### src/design/ssm_pkg.sv
// Shared types, constants and helpers of the substring search matcher.
// No dependencies; compiled first.
package ssm_pkg;

   localparam int MAX_PATTERN_DEF = 120;
   localparam int MAX_LINE_DEF    = 65536;

   localparam int CHAR_W     = 8;
   localparam int PAT_IDX_W  = 7;
   localparam int LEN_W      = 7;
   localparam int COL_OUT_W  = 16;
   localparam int CELL_IDX_W = PAT_IDX_W + 1;
   localparam int CSR_IDX_W  = 1;
   localparam int CSR_DATA_W = 7;

   typedef logic [CHAR_W-1:0]    char_type;
   typedef logic [LEN_W-1:0]     len_type;
   typedef logic [COL_OUT_W-1:0] col_out_type;

   typedef enum logic {
      OP_LOAD = 1'b0,
      OP_TEXT = 1'b1
   } op_type;

   typedef enum logic [CSR_IDX_W-1:0] {
      CSR_PATTERN_LENGTH = 1'b0,
      CSR_CASE_SENSITIVE = 1'b1
   } csr_idx_type;

   // Broadcast to every cell of the chain.
   typedef struct packed {
      logic                 load;
      logic                 step;
      logic                 restart;
      logic                 clear;
      logic                 fold_en;
      logic [PAT_IDX_W-1:0] index;
      char_type             data;
   } cell_ctl_type;

   typedef struct packed {
      logic step;
      logic restart;
   } col_ctl_type;

   typedef struct packed {
      logic        match_found;
      col_out_type match_column;
      col_out_type text_column;
   } rsp_type;

   // Map ASCII upper case to lower case when folding is on.
   function automatic char_type fold_char(input char_type c, input logic fold_en);
      char_type r;
      r = c;
      if (fold_en && c >= 8'h41 && c <= 8'h5A) begin
         r = c + 8'h20;
      end
      return r;
   endfunction

endpackage

### src/design/ssm_ifs.sv
// Valid/ready channel interfaces of the substring search matcher.
// Depends on ssm_pkg for field widths.
interface ssm_req_if;
   logic                          valid;
   logic                          ready;
   logic                          operation;
   ssm_pkg::char_type             character;
   logic [ssm_pkg::PAT_IDX_W-1:0] pattern_index;
   logic                          line_start;

   modport source (output valid, operation, character, pattern_index, line_start,
                   input ready);
   modport sink   (input valid, operation, character, pattern_index, line_start,
                   output ready);
endinterface

interface ssm_rsp_if;
   logic                 valid;
   logic                 ready;
   logic                 match_found;
   ssm_pkg::col_out_type match_column;
   ssm_pkg::col_out_type text_column;

   modport source (output valid, match_found, match_column, text_column, input ready);
   modport sink   (input valid, match_found, match_column, text_column, output ready);
endinterface

### src/design/substring_search_matcher_unit.sv
// Channel    | Dir | Word
// req_bus    | in  | operation, character, pattern_index, line_start
// rsp_bus    | out | match_found, match_column, text_column (one per text byte)
// csr_*      | in  | write enable, index 0 pattern_length, 1 case_sensitive
//
// One word per cycle while req_bus.ready is high: every cell of the shift-and
// chain compares its pattern byte with the text byte and passes its partial
// match bit to the next cell. Each result is registered in the output register
// or in the skid word behind a stalled result. Pattern loads give no result.
// req_bus.ready drops only while the skid word is full behind a stalled result.
// Reset is synchronous; pattern bytes are not cleared and must be loaded before use.
module substring_search_matcher_unit #(
   parameter int MAX_PATTERN = ssm_pkg::MAX_PATTERN_DEF,
   parameter int MAX_LINE    = ssm_pkg::MAX_LINE_DEF
) (
   input  logic                           clock,
   input  logic                           reset,
   ssm_req_if.sink                        req_bus,
   ssm_rsp_if.source                      rsp_bus,
   input  logic                           csr_we,
   input  logic [ssm_pkg::CSR_IDX_W-1:0]  csr_index,
   input  logic [ssm_pkg::CSR_DATA_W-1:0] csr_wdata
);
   import ssm_pkg::*;

   localparam int SEL_W = (MAX_PATTERN > 1) ? $clog2(MAX_PATTERN) : 1;

   len_type      len_ff, len_in;
   logic         cs_ff, cs_in;
   logic         len_written;
   logic         req_ready;
   logic         accept;
   logic         is_text;
   logic         len_ok;
   logic [7:0]   len_m1;
   logic         found;
   cell_ctl_type cell_ctl;
   col_ctl_type  col_ctl;
   rsp_type      rsp_word;
   logic [MAX_PATTERN-1:0] hits_ff;
   logic [MAX_PATTERN-1:0] hits_next;

   // configuration registers
   always_comb begin
      len_in      = len_ff;
      cs_in       = cs_ff;
      len_written = 1'b0;
      if (csr_we) begin
         case (csr_idx_type'(csr_index))
            CSR_PATTERN_LENGTH: begin
               len_in      = csr_wdata[LEN_W-1:0];
               len_written = 1'b1;
            end
            CSR_CASE_SENSITIVE: begin
               cs_in = csr_wdata[0];
            end
            default: begin
               len_in = len_ff;
            end
         endcase
      end
   end

   always_ff @(posedge clock) begin
      if (reset) begin
         len_ff <= LEN_W'(1);
         cs_ff  <= 1'b0;
      end else begin
         len_ff <= len_in;
         cs_ff  <= cs_in;
      end
   end

   assign req_bus.ready = req_ready;
   assign accept        = req_bus.valid && req_ready;
   assign is_text       = op_type'(req_bus.operation) == OP_TEXT;

   always_comb begin
      cell_ctl.load    = accept && !is_text;
      cell_ctl.step    = accept && is_text;
      cell_ctl.restart = req_bus.line_start;
      cell_ctl.clear   = (accept && !is_text) || len_written;
      cell_ctl.fold_en = !cs_ff;
      cell_ctl.index   = req_bus.pattern_index;
      cell_ctl.data    = is_text ? fold_char(req_bus.character, !cs_ff)
                                 : req_bus.character;
      col_ctl.step     = accept && is_text;
      col_ctl.restart  = req_bus.line_start;
   end

   for (genvar g = 0; g < MAX_PATTERN; g++) begin : g_cell
      logic prev_hit;
      if (g == 0) begin : g_head
         assign prev_hit = 1'b1;
      end else begin : g_link
         assign prev_hit = hits_ff[g-1];
      end
      ssm_cell #(.CELL_IDX(g)) u_cell (
         .clock    (clock),
         .reset    (reset),
         .ctl      (cell_ctl),
         .prev_hit (prev_hit),
         .hit_next (hits_next[g]),
         .hit_ff   (hits_ff[g])
      );
   end

   // tap the chain at the last pattern position in use
   always_comb begin
      len_ok = (len_ff != '0) && (int'(len_ff) <= MAX_PATTERN);
      len_m1 = 8'(len_ff) - 8'd1;
      found  = cell_ctl.step && len_ok && hits_next[len_m1[SEL_W-1:0]];
   end

   ssm_col_track #(.MAX_LINE(MAX_LINE)) u_col (
      .clock        (clock),
      .reset        (reset),
      .ctl          (col_ctl),
      .len          (len_ff),
      .found        (found),
      .text_column  (rsp_word.text_column),
      .match_column (rsp_word.match_column)
   );

   assign rsp_word.match_found = found;

   ssm_rsp_skid u_skid (
      .clock    (clock),
      .reset    (reset),
      .in_valid (cell_ctl.step),
      .in_data  (rsp_word),
      .in_ready (req_ready),
      .rsp_bus  (rsp_bus)
   );

   // a full skid word always sits behind a held result
   a_skid_behind_out: assert property (@(posedge clock) disable iff (reset)
      !req_bus.ready |-> rsp_bus.valid)
      else $error("skid word held with empty output register");

   a_text_gives_word: assert property (@(posedge clock) disable iff (reset)
      (accept && is_text && !rsp_bus.valid) |=> rsp_bus.valid)
      else $error("text byte accepted but no result word");

   a_load_no_word: assert property (@(posedge clock) disable iff (reset)
      (accept && !is_text && !rsp_bus.valid) |=> !rsp_bus.valid)
      else $error("pattern load produced a result word");

   a_line_start_col: assert property (@(posedge clock) disable iff (reset)
      (accept && is_text && req_bus.line_start && !rsp_bus.valid)
      |=> (rsp_bus.text_column == '0))
      else $error("line start did not restart the column");

   a_match_before_text: assert property (@(posedge clock) disable iff (reset)
      (rsp_bus.valid && rsp_bus.match_found)
      |-> (rsp_bus.match_column <= rsp_bus.text_column))
      else $error("match starts after the current byte");

endmodule

### src/design/ssm_cell.sv
// One shift-and cell: a pattern byte and the partial match bit of its position.
// Depends on ssm_pkg.
module ssm_cell #(
   parameter int CELL_IDX = 0
) (
   input  logic                  clock,
   input  logic                  reset,
   input  ssm_pkg::cell_ctl_type ctl,
   input  logic                  prev_hit,
   output logic                  hit_next,
   output logic                  hit_ff
);
   import ssm_pkg::*;

   char_type pat_ff, pat_in;
   logic     hit_in;
   logic     load_hit;
   logic     chain_in;
   logic     eq;

   always_comb begin
      load_hit = ctl.load && ({1'b0, ctl.index} == CELL_IDX_W'(CELL_IDX));
      pat_in   = load_hit ? ctl.data : pat_ff;
      eq       = fold_char(pat_ff, ctl.fold_en) == ctl.data;
      // the head cell always starts a fresh prefix; others drop it on a new line
      chain_in = prev_hit & ((CELL_IDX == 0) | ~ctl.restart);
      hit_next = chain_in & eq;
      if (ctl.clear) begin
         hit_in = 1'b0;
      end else if (ctl.step) begin
         hit_in = hit_next;
      end else begin
         hit_in = hit_ff;
      end
   end

   always_ff @(posedge clock) begin
      pat_ff <= pat_in;
      if (reset) begin
         hit_ff <= 1'b0;
      end else begin
         hit_ff <= hit_in;
      end
   end

endmodule

### src/design/ssm_col_track.sv
// Column counter per line and start column of a finished match.
// Depends on ssm_pkg.
module ssm_col_track #(
   parameter int MAX_LINE = ssm_pkg::MAX_LINE_DEF
) (
   input  logic                 clock,
   input  logic                 reset,
   input  ssm_pkg::col_ctl_type ctl,
   input  ssm_pkg::len_type     len,
   input  logic                 found,
   output ssm_pkg::col_out_type text_column,
   output ssm_pkg::col_out_type match_column
);
   import ssm_pkg::*;

   localparam int CW      = $clog2(MAX_LINE);
   localparam int COL_MAX = MAX_LINE - 1;

   logic [CW-1:0] col_ff, col_in;
   logic [CW-1:0] col_cur;
   logic [CW-1:0] start_col;
   logic          saturated;

   function automatic col_out_type cap16(input logic [CW-1:0] v);
      logic [31:0] w;
      w = 32'(v);
      return (w > 32'hFFFF) ? 16'hFFFF : w[15:0];
   endfunction

   always_comb begin
      col_cur   = ctl.restart ? '0 : col_ff;
      saturated = col_cur >= CW'(COL_MAX);
      if (ctl.step) begin
         col_in = saturated ? col_cur : col_cur + CW'(1);
      end else begin
         col_in = col_ff;
      end
      start_col   = col_cur - (CW'(len) - CW'(1));
      text_column = cap16(col_cur);
      if (!found) begin
         match_column = '0;
      end else if (saturated) begin
         match_column = 16'hFFFF;
      end else begin
         match_column = cap16(start_col);
      end
   end

   always_ff @(posedge clock) begin
      if (reset) begin
         col_ff <= '0;
      end else begin
         col_ff <= col_in;
      end
   end

endmodule

### src/design/ssm_rsp_skid.sv
// Output register with a skid word in front of the result channel.
// Depends on ssm_pkg and ssm_rsp_if.
module ssm_rsp_skid (
   input  logic             clock,
   input  logic             reset,
   input  logic             in_valid,
   input  ssm_pkg::rsp_type in_data,
   output logic             in_ready,
   ssm_rsp_if.source        rsp_bus
);
   import ssm_pkg::*;

   logic    out_valid_ff, out_valid_in;
   rsp_type out_data_ff, out_data_in;
   logic    skid_valid_ff, skid_valid_in;
   rsp_type skid_data_ff, skid_data_in;
   logic    out_free;

   always_comb begin
      out_free      = !out_valid_ff || rsp_bus.ready;
      out_valid_in  = out_valid_ff;
      out_data_in   = out_data_ff;
      skid_valid_in = skid_valid_ff;
      skid_data_in  = skid_data_ff;
      if (out_free) begin
         if (skid_valid_ff) begin
            // drain the skid word; no new word can arrive while it is full
            out_valid_in  = 1'b1;
            out_data_in   = skid_data_ff;
            skid_valid_in = 1'b0;
         end else begin
            out_valid_in = in_valid;
            out_data_in  = in_data;
         end
      end else if (in_valid) begin
         skid_valid_in = 1'b1;
         skid_data_in  = in_data;
      end
   end

   always_ff @(posedge clock) begin
      out_data_ff  <= out_data_in;
      skid_data_ff <= skid_data_in;
      if (reset) begin
         out_valid_ff  <= 1'b0;
         skid_valid_ff <= 1'b0;
      end else begin
         out_valid_ff  <= out_valid_in;
         skid_valid_ff <= skid_valid_in;
      end
   end

   assign in_ready             = !skid_valid_ff;
   assign rsp_bus.valid        = out_valid_ff;
   assign rsp_bus.match_found  = out_data_ff.match_found;
   assign rsp_bus.match_column = out_data_ff.match_column;
   assign rsp_bus.text_column  = out_data_ff.text_column;

endmodule
### src/flat_wrapper.sv
// flat-port wrapper written by rule: the top's interface ports become plain ports
module substring_search_matcher_unit_flat import ssm_pkg::*;
#(
   parameter int MAX_PATTERN = ssm_pkg::MAX_PATTERN_DEF,
   parameter int MAX_LINE    = ssm_pkg::MAX_LINE_DEF
)
  (clock, reset, csr_we, csr_index, csr_wdata, req_bus_valid, req_bus_operation, req_bus_character, req_bus_pattern_index, req_bus_line_start, req_bus_ready, rsp_bus_valid, rsp_bus_match_found, rsp_bus_match_column, rsp_bus_text_column, rsp_bus_ready);
  ssm_req_if req_bus_i ();
  ssm_rsp_if rsp_bus_i ();
  input  logic clock;
  input  logic reset;
  input  logic csr_we;
  input  logic [ssm_pkg::CSR_IDX_W-1:0] csr_index;
  input  logic [ssm_pkg::CSR_DATA_W-1:0] csr_wdata;
  input wire logic [$bits(req_bus_i.valid)-1:0] req_bus_valid;
  input wire logic [$bits(req_bus_i.operation)-1:0] req_bus_operation;
  input wire logic [$bits(req_bus_i.character)-1:0] req_bus_character;
  input wire logic [$bits(req_bus_i.pattern_index)-1:0] req_bus_pattern_index;
  input wire logic [$bits(req_bus_i.line_start)-1:0] req_bus_line_start;
  output wire logic [$bits(req_bus_i.ready)-1:0] req_bus_ready;
  output wire logic [$bits(rsp_bus_i.valid)-1:0] rsp_bus_valid;
  output wire logic [$bits(rsp_bus_i.match_found)-1:0] rsp_bus_match_found;
  output wire logic [$bits(rsp_bus_i.match_column)-1:0] rsp_bus_match_column;
  output wire logic [$bits(rsp_bus_i.text_column)-1:0] rsp_bus_text_column;
  input wire logic [$bits(rsp_bus_i.ready)-1:0] rsp_bus_ready;
  assign req_bus_i.valid = req_bus_valid;
  assign req_bus_i.operation = req_bus_operation;
  assign req_bus_i.character = req_bus_character;
  assign req_bus_i.pattern_index = req_bus_pattern_index;
  assign req_bus_i.line_start = req_bus_line_start;
  assign req_bus_ready = req_bus_i.ready;
  assign rsp_bus_valid = rsp_bus_i.valid;
  assign rsp_bus_match_found = rsp_bus_i.match_found;
  assign rsp_bus_match_column = rsp_bus_i.match_column;
  assign rsp_bus_text_column = rsp_bus_i.text_column;
  assign rsp_bus_i.ready = rsp_bus_ready;
  substring_search_matcher_unit #(.MAX_PATTERN(MAX_PATTERN), .MAX_LINE(MAX_LINE)) u_core (.clock(clock), .reset(reset), .req_bus(req_bus_i), .rsp_bus(rsp_bus_i), .csr_we(csr_we), .csr_index(csr_index), .csr_wdata(csr_wdata));
endmodule
### config.mk
export PLATFORM = sky130hd
export DESIGN_NAME = substring_search_matcher_unit_flat
export DESIGN_NICKNAME = d
export VERILOG_FILES = /design/src/design/ssm_pkg.sv /design/src/design/ssm_ifs.sv /design/src/design/substring_search_matcher_unit.sv /design/src/design/ssm_cell.sv /design/src/design/ssm_col_track.sv /design/src/design/ssm_rsp_skid.sv /design/src/flat_wrapper.sv
export SDC_FILE = /design/constraint.sdc
export NUM_CORES = 2
export LEC_CHECK = 0
export ABC_AREA = 1
export BUFFER_PORTS_ARGS = -buffer_cell sky130_fd_sc_hd__buf_2
export CAP_MARGIN = 20
export CELL_PAD_IN_SITES_DETAIL_PLACEMENT = 1
export CELL_PAD_IN_SITES_GLOBAL_PLACEMENT = 2
export CORE_MARGIN = 8
export CORE_UTILIZATION = 36
export CTS_CLUSTER_DIAMETER = 40
export CTS_CLUSTER_SIZE = 16
export DETAILED_ROUTE_END_ITERATION = 8
export HOLD_SLACK_MARGIN = 0.1
export MAX_ROUTING_LAYER = met4
export PLACE_DENSITY_LB_ADDON = 0.1
export SLEW_MARGIN = 20
export SYNTH_ARGS = -nofsm -noshare
export SYNTH_HDL_FRONTEND = slang
export SYNTH_SLANG_ARGS = --single-unit
### constraint.sdc
create_clock -name clock -period 4 [get_ports clock]
set_input_delay 0.8 -clock clock [delete_from_list [all_inputs] [get_ports clock]]
set_output_delay 0.8 -clock clock [all_outputs]
set_load 0.05 [all_outputs]
### After elaboration in Yosys (flattened, before gate mapping)

Cells that the tools add are included.

* logic and storage cells: 1613
* input bits: 30
* register bits after elaboration: 1171

* eq/ne operators: 239
* muxes and demuxes: 132
* $add $sub $neg: 125
* bitwise logic cells: 241
* reduce and logical (&&, ||, !) cells: 381
* $lt $le $gt $ge: 245

Operators with widths (number)
* $mux W8: 122
* $add A8 B6 Y8 const B: 121
* $ge A8 B7 Y1 const B: 121
* $le A8 B7 Y1 const B: 121
* $eq A8 B8 Y1: 120
* $eq A7 B7 Y1 const B: 56
* $logic_and A1 B1 Y1: 368
* $and A1 B1 Y1: 238
* $eq A7 B6 Y1 const B: 32
* $eq A7 B5 Y1 const B: 16
* $mux W16: 4
* $eq A7 B4 Y1 const B: 8
* $mux W33: 1
* $eq A7 B3 Y1 const B: 4
* $add A16 B1 Y16 const B: 1
* $ge A16 B16 Y1 const B: 1
* $sub A16 B16 Y16: 1
* $eq A7 B2 Y1 const B: 2
* $lt A7 B8 Y1 const B: 1
* $sub A7 B1 Y8 const B: 1
* $bmux W1 S7: 1
* $eq A7 B1 Y1 const B: 1
* $le A7 B7 Y1 const B: 1
* $logic_not A7 Y1: 1
* other kinds (8): 20

### Longest topological paths before layout

* depth after elaboration: 12
* mapped depth: 27
* gate-level depth less buffers: 25

### By module

From an unflattened synthesis, not the netlist that was laid out.

* cell total of the unflattened synthesis: 10866
* area, all modules: 80387.1 µm²

By module, submodules not included
* ssm_cell at u_core.g_cell[101].u_cell ...: area each 610.6 µm², instances 29, sequential area each 260.2 µm², cells an instance 82
* ssm_cell at u_core.g_cell[100].u_cell ...: area each 614.3 µm², instances 20, sequential area each 260.2 µm², cells an instance 83
* ssm_cell at u_core.g_cell[103].u_cell ...: area each 613.1 µm², instances 18, sequential area each 260.2 µm², cells an instance 82
* ssm_cell at u_core.g_cell[17].u_cell ...: area each 618.1 µm², instances 12, sequential area each 260.2 µm², cells an instance 84
* ssm_cell at u_core.g_cell[112].u_cell ...: area each 609.3 µm², instances 11, sequential area each 260.2 µm², cells an instance 82
* ssm_cell at u_core.g_cell[48].u_cell ...: area each 611.8 µm², instances 7, sequential area each 260.2 µm², cells an instance 82
* ssm_cell at u_core.g_cell[10].u_cell ...: area each 613.1 µm², instances 6, sequential area each 260.2 µm², cells an instance 83
* ssm_cell at u_core.g_cell[115].u_cell ...: area each 606.8 µm², instances 6, sequential area each 260.2 µm², cells an instance 81
* ssm_cell at u_core.g_cell[111].u_cell ...: area each 609.3 µm², instances 5, sequential area each 260.2 µm², cells an instance 81
* ssm_rsp_skid: area each 2581.2 µm², instances 1, sequential area each 2021.9 µm², cells an instance 185
* ssm_col_track: area each 2557.5 µm², instances 1, sequential area each 320.3 µm², cells an instance 447
* ssm_cell at u_core.g_cell[16].u_cell ...: area each 608.1 µm², instances 3, sequential area each 260.2 µm², cells an instance 81
* substring_search_matcher_unit: area each 1781.7 µm², instances 1, sequential area each 160.2 µm², cells an instance 357
* ssm_cell at u_core.g_cell[1].u_cell ...: area each 615.6 µm², instances 2, sequential area each 260.2 µm², cells an instance 83
* ssm_cell at u_core.g_cell[0].u_cell: area each 613.1 µm², instances 1, sequential area each 260.2 µm², cells an instance 81

### Worst setup path before layout

OpenSTA, ideal clock, no wires.

* path kind: input port to flip-flop
* start point: in req_bus_character[0]
* end point: reg u_core.u_skid.out_data_ff, in the netlist u_core.u_skid.rsp_bus.match_column[12] (data pin)
* setup time: 0.254 ns
* slack: 0.050 ns
* stages on the path: 22
* arrival: 3.696 ns
* data required time: 3.746 ns
* buffers on the path: 4
* cells stage by stage: buf_4 inv_2 nand2_1 nand3_2 nand3_2 nand2_2 buf_2 buf_2 nand3_1 nand2_1 nor2_1 nand4_1 nand3_1 nand3_1 nand3_1 nand3_1 nand3_1 nand2_1 nand2_2 buf_6 nand4_2 nand2_1

RTL lines
* from (decl): RTL line flat_wrapper.sv:17 `input wire logic [$bits(req_bus_i.character)-1:0] req_bus_character;`
* to (signal assigned): RTL line ssm_rsp_skid.sv:42 `out_data_ff <= out_data_in;`
* to (decl): RTL line ssm_rsp_skid.sv:14 `rsp_type out_data_ff, out_data_in;`

### Final worst setup path

* start point: reg u_core.cs_ff
* end point: reg u_core.u_skid.out_data_ff, in the netlist u_core.u_skid.rsp_bus.match_column[1] (data pin)

* cells in the longest elaborated chain, start to end: 12
* elaborated cells on any way between the ends: 609

Ends and longest elaborated chain
* from (decl): RTL line substring_search_matcher_unit.sv:29 `logic cs_ff, cs_in;`
* from (signal assigned): RTL line substring_search_matcher_unit.sv:70 `cs_ff <= cs_in;`
* $logic_not A1 Y1 *: RTL line substring_search_matcher_unit.sv:83, substring_search_matcher_unit.sv:85
* $logic_and A1 B1 Y1 (2 in series): RTL line ssm_pkg.sv:56 `if (fold_en && c >= 8'h41 && c <= 8'h5A) begin`
* $mux W8: RTL line ssm_pkg.sv:56
* $mux W8: RTL line substring_search_matcher_unit.sv:85 `cell_ctl.data = is_text ? fold_char(req_bus.character, !cs_ff)`
* $eq A8 B8 Y1: RTL line ssm_cell.sv:24 `eq = fold_char(pat_ff, ctl.fold_en) == ctl.data;`
* $and A1 B1 Y1: RTL line ssm_cell.sv:27 `hit_next = chain_in & eq;`
* $bmux W1 S7 *: RTL line substring_search_matcher_unit.sv:112 `found = cell_ctl.step && len_ok && hits_next[len_m1[SEL_W-1:0]];`
* $mux W1 (implied by the code) *: RTL line substring_search_matcher_unit.sv:112
* $logic_and A1 B1 Y1 *: RTL line substring_search_matcher_unit.sv:112
* $mux W16 *: RTL line ssm_col_track.sv:40 `if (!found) begin`
* $mux W33 *: RTL line ssm_rsp_skid.sv:26 `if (skid_valid_ff) begin`

Every way passes the cells marked *; elsewhere a longest branch is shown, timed or not. The select of a mux whose other input is x is not followed.
A chain may end at the register's enable or synchronous reset.

==> metrics.md <==
| Metric | Value |
|---|---|
| Startpoint Class | flip-flop |
| Violation count after the first detailed-route iteration | 3435 |
| Post-DP Area | a little over 0.07 sq mm |
| Setup Skew | roughly 0.023 ns |
| Reg-to-reg endpoint | u_core.u_skid.rsp_bus.match_column[1] |
| Internal | about 28 mW |
| HP Start | csr_wdata[4] |
| Max-Cap Viols | 0 |
| Post-Route Setup TNS | 0 ns |
| #FFs+latches synth | roughly 1200 |
| Largest net degree at the start of global routing | 86 |
| Via density | about 5.3 |
| Peak VDD IR | 0.4313 mV |
| Final Max Slew Viols | 0 |
| Clk_lat worst skew | between 0.8 and 0.9 ns |
| Ys flop type | edfxtp_1 |
| CTS Buffer Depth | 3 |
| CTS Buf Count | approximately 230 |
| Critical path peak fanout | 23 |
| Post-CTS setup buffer count | 0 |
| Fin nets | 8466 |
| Reg-to-reg startpoint | u_core.cs_ff |
| Status | finished clean |
| Clock Power Share | a little under three fifths |
| Core area | around 0.18 sq mm |
| WL per Instance | between 20 and 25 microns |
| Netlist cell types | 52 |
| H-tree Lvls | 4 |
| Top cell type's share of synthesized area | a little under half |
| Cell Count Post-Placement | between 10000 and 15000 |
| Asr flop ratio synth | 0% |
| Most frequent cells in the layout | 1516 x nand2_1, 1405 x nor2_1, 1026 x edfxtp_1 |
| Hold path depth | 3 |
| P_sw | around 9 mW |
| Hold Path End | u_core.len_ff[4] |
| Hold crit path type | in2reg |
| Initial Util | a little over a third |
| Syn nets | between 7000 and 8000 |
| Clk root buf | clkbuf_16 |
| Synth Cell Area | between 0.06 and 0.07 sq mm |
| Routed WL | roughly 240 mm |
| Final non-filler cell total | approximately 11000 |
| CP max-delay cell | dfxtp_1 |
| Die ar. | ~0.19 sq mm |
| First-pass GRT wire length | around 370 mm |
| Final instance area | around 0.08 sq mm |
| Critical Path RT | approximately 4.6 ns |
| Input/output buffers | 64 |
| Clock Sinks | around 1200 |
| Gr ovfl total | 0 |
| DRC Markers | 0 |
| Gate Count Post-Synth | between 7000 and 8000 |
| CTS tree | built |
| Antenna violations before repair | 13 |
| Die X | between 400 and 500 microns |
| CP max stage delay | between 0.3 and 0.4 ns |
| Final worst path period share | ~90% |
| CP Capture Type | flip-flop |
| RSZ-0062 raised after global routing | no |
| Max_slew headroom | between 30% and 40% |
| Syn_area_per_cell | between 8 and 9 sq um |
| # IOs | between 60 and 70 |
| Area growth syn-to-layout | 24.31% |
| Post-cts gate resize count | 0 |
| Critical path type | reg2reg |
| Top cells by area, synth | edfxtp_1 48%, nand2_1 8.8%, nor2_1 8.2%, nand3_1 5.6%, inv_1 5.0% |
| Antenna violation net count after detailed routing | 0 |
| Clk slew on worst S/H paths | about 0.05 ns |
| Flop2flop setup slack | 0.31 ns |
| Via count | approximately 57000 |
| Vias in the first global route | between 50000 and 60000 |
| Worst EP arrival | approximately 4.3 ns |
| Critical Path, Cell by Cell | inv_8, nand2_1, nor2_4, nand3_2, nand2_8, buf_4, buf_12, nand3_1, nand2_1, a21oi_1, nand4_1, nand3_1, nand3_1, nand3_1, nand3_1, nand3_1, nand2_1, buf_4, nand2_4, buf_12, nand4_1, nand2_1 |
| FP Rows | about 160 |
| Placer congestion estimate | approximately 0.85 |
| Net Sw Frac | 24.72% |
| Sequential share of power | a little under two fifths |
| Fill cells | between 20000 and 25000 |
| First-pass detailed-route iteration total | 5 |
| Most common cell after layout, fill and taps aside | nand2_1 |
| Cell taking the most area after synthesis | edfxtp_1 |
| Die H | about 440 microns |
| Final Setup Violations | 0 |
| Comb power frac | approximately 8% |
| Power Dens Cells | 457.3 mW/mm^2 |
| Synthesis Warnings | 0 |
| Gr usage total | around a quarter |
| Hold Buf Count CTS | 0 |
| Min Tclk post-route | around 3.7 ns |
| Worst-Margin Slew | 0.9731 ns |
| Fmax achieved | approximately 270 MHz |
| Most used cell, CP | nand3_1 |
| Final hold violation count | 0 |
| Share of post-route cells with drive strength above 1 | approximately an eighth |
| Sequential element share of the synthesized area | a little over half |
| EDFF count, synth | 1026 |
| Hpwl dp | 165.2 mm |
| Leakage | 33.24 nW |
| Reg2Reg Depth | 22 |
## kinds of logic (layout without fill, tap and decap cells)
| logic type | Yosys count | in the layout | share of synthesized area, % |
|---|---|---|---|
| simple gates | 4132 | 4132 | 27.27 |
| flops | 1171 | 1171 | 52.22 |
| buf+inv | 1160 | 1929 | 7.181 |
| compound gates | 975 | 975 | 8.439 |
| xor+xnor | 161 | 161 | 2.184 |
| fa+ha+maj | 139 | 139 | 2.706 |
| other cells | 0 | 2 | 0 |
## through the flow
| stage | total power, mW | hold WS, ns | worst slack [ns] | util (%) |
|---|---|---|---|---|
| after global placement | 16.64 | 0.4606 | -0.3864 | 40.41 |
| after global routing | 37.75 | 0.1733 | 0.06204 | 45.02 |
| after detailed placement | 16.67 | 0.4791 | -0.4056 | 40.41 |
| after floorplan | 15.05 | 0.4443 | 0.04984 | - |
| after CTS | 37.10 | 0.1341 | 0.1994 | 45.02 |
| final | 36.69 | 0.1994 | 0.3088 | 45.02 |
## per-layer routing
| layer | GRT usage [%] | part of all wire, % | vias up |
|---|---|---|---|
| met5 | - | 0 | - |
| met4 | 8.156 | 3.2 | 0 |
| met3 | 2.995 | 4.0 | 422 |
| met2 | 41.88 | 48 | 1109 |
| met1 | 32.44 | 45 | 28500 |
| li1 | - | - | 27400 |
## power groups by stage
stage	registers [mW]	clock network, mW	logic, mW
floorplan	13.8	0	1.27
global placement	13.7	0	2.95
detailed placement	13.7	0	2.98
CTS	13.5	20.6	2.99
global route	13.5	21.1	3.17
finish	13.5	20.3	2.95
## cell type report
type / count / area (sq um) / share of cell area [%]
Multi-Input combinational cell: 5407 / 26310 / 32.78
Clock buffer: 270 / 6078 / 7.575
Clock inverter: 174 / 2137 / 2.663
Sequential cell: 1171 / 33720 / 42.02
Antenna cell: 2 / 5.005 / 0.006237
Inverter: 861 / 3281 / 4.088
Tap cell: 2355 / 2947 / 3.672
Timing Repair Buffer: 624 / 5774 / 7.196
## critical path: cells and delay by family, from the launching register on
kind / cells / cell delay [ns]
flops: 1 / 0.37
buf+inv: 5 / 1.01
compound gates: 1 / 0.05
simple gates: 16 / 1.93
## state kept, by name, summed over array words and instances (netlist names), 7 cells and up
name and flops:
u_core.g_cell.u_cell.hit_ff 119, u_core.g_cell.u_cell.pat_ff 960, u_core.len_ff 7, u_core.u_col.col_ff 16, u_core.u_skid.rsp_bus.match_column 16, u_core.u_skid.rsp_bus.text_column 16
u_core.u_skid.skid_data_ff 33
## cells in the mapped netlist, types with 17 or more instances
library cell	n
a211oi_1	23
a21oi_1	350
and2_1	38
buf_1	24
buf_2	130
clkbuf_1	123
dfxtp_1	145
edfxtp_1	1026
ha_1	138
inv_1	852
nand2_1	1518
nand3_1	724
nand3b_1	17
nand4_1	230
nor2_1	1409
nor3_1	113
o211ai_1	33
o21ai_0	329
o22ai_1	173
or2_2	41
xnor2_1	61
xor2_1	100
## how the worst max path moves through the flow
stage | cells after the start | end | startpoint | slack (ns)
after global placement | 22 | u_core.u_skid.rsp_bus.match_column[15] | req_bus_character[0] | -0.39
after detailed placement | 22 | u_core.u_skid.rsp_bus.match_column[1] | req_bus_character[0] | -0.41
after CTS | 22 | u_core.u_skid.rsp_bus.match_column[1] | u_core.cs_ff | 0.20
final | 22 | u_core.u_skid.rsp_bus.match_column[1] | u_core.cs_ff | 0.31
after global routing | 19 | u_core.u_skid.rsp_bus.match_column[3] | u_core.cs_ff | 0.06
after floorplan | 22 | u_core.u_skid.rsp_bus.match_column[12] | req_bus_character[0] | 0.05
No activity file was read; power rests on OpenSTA's default activity.
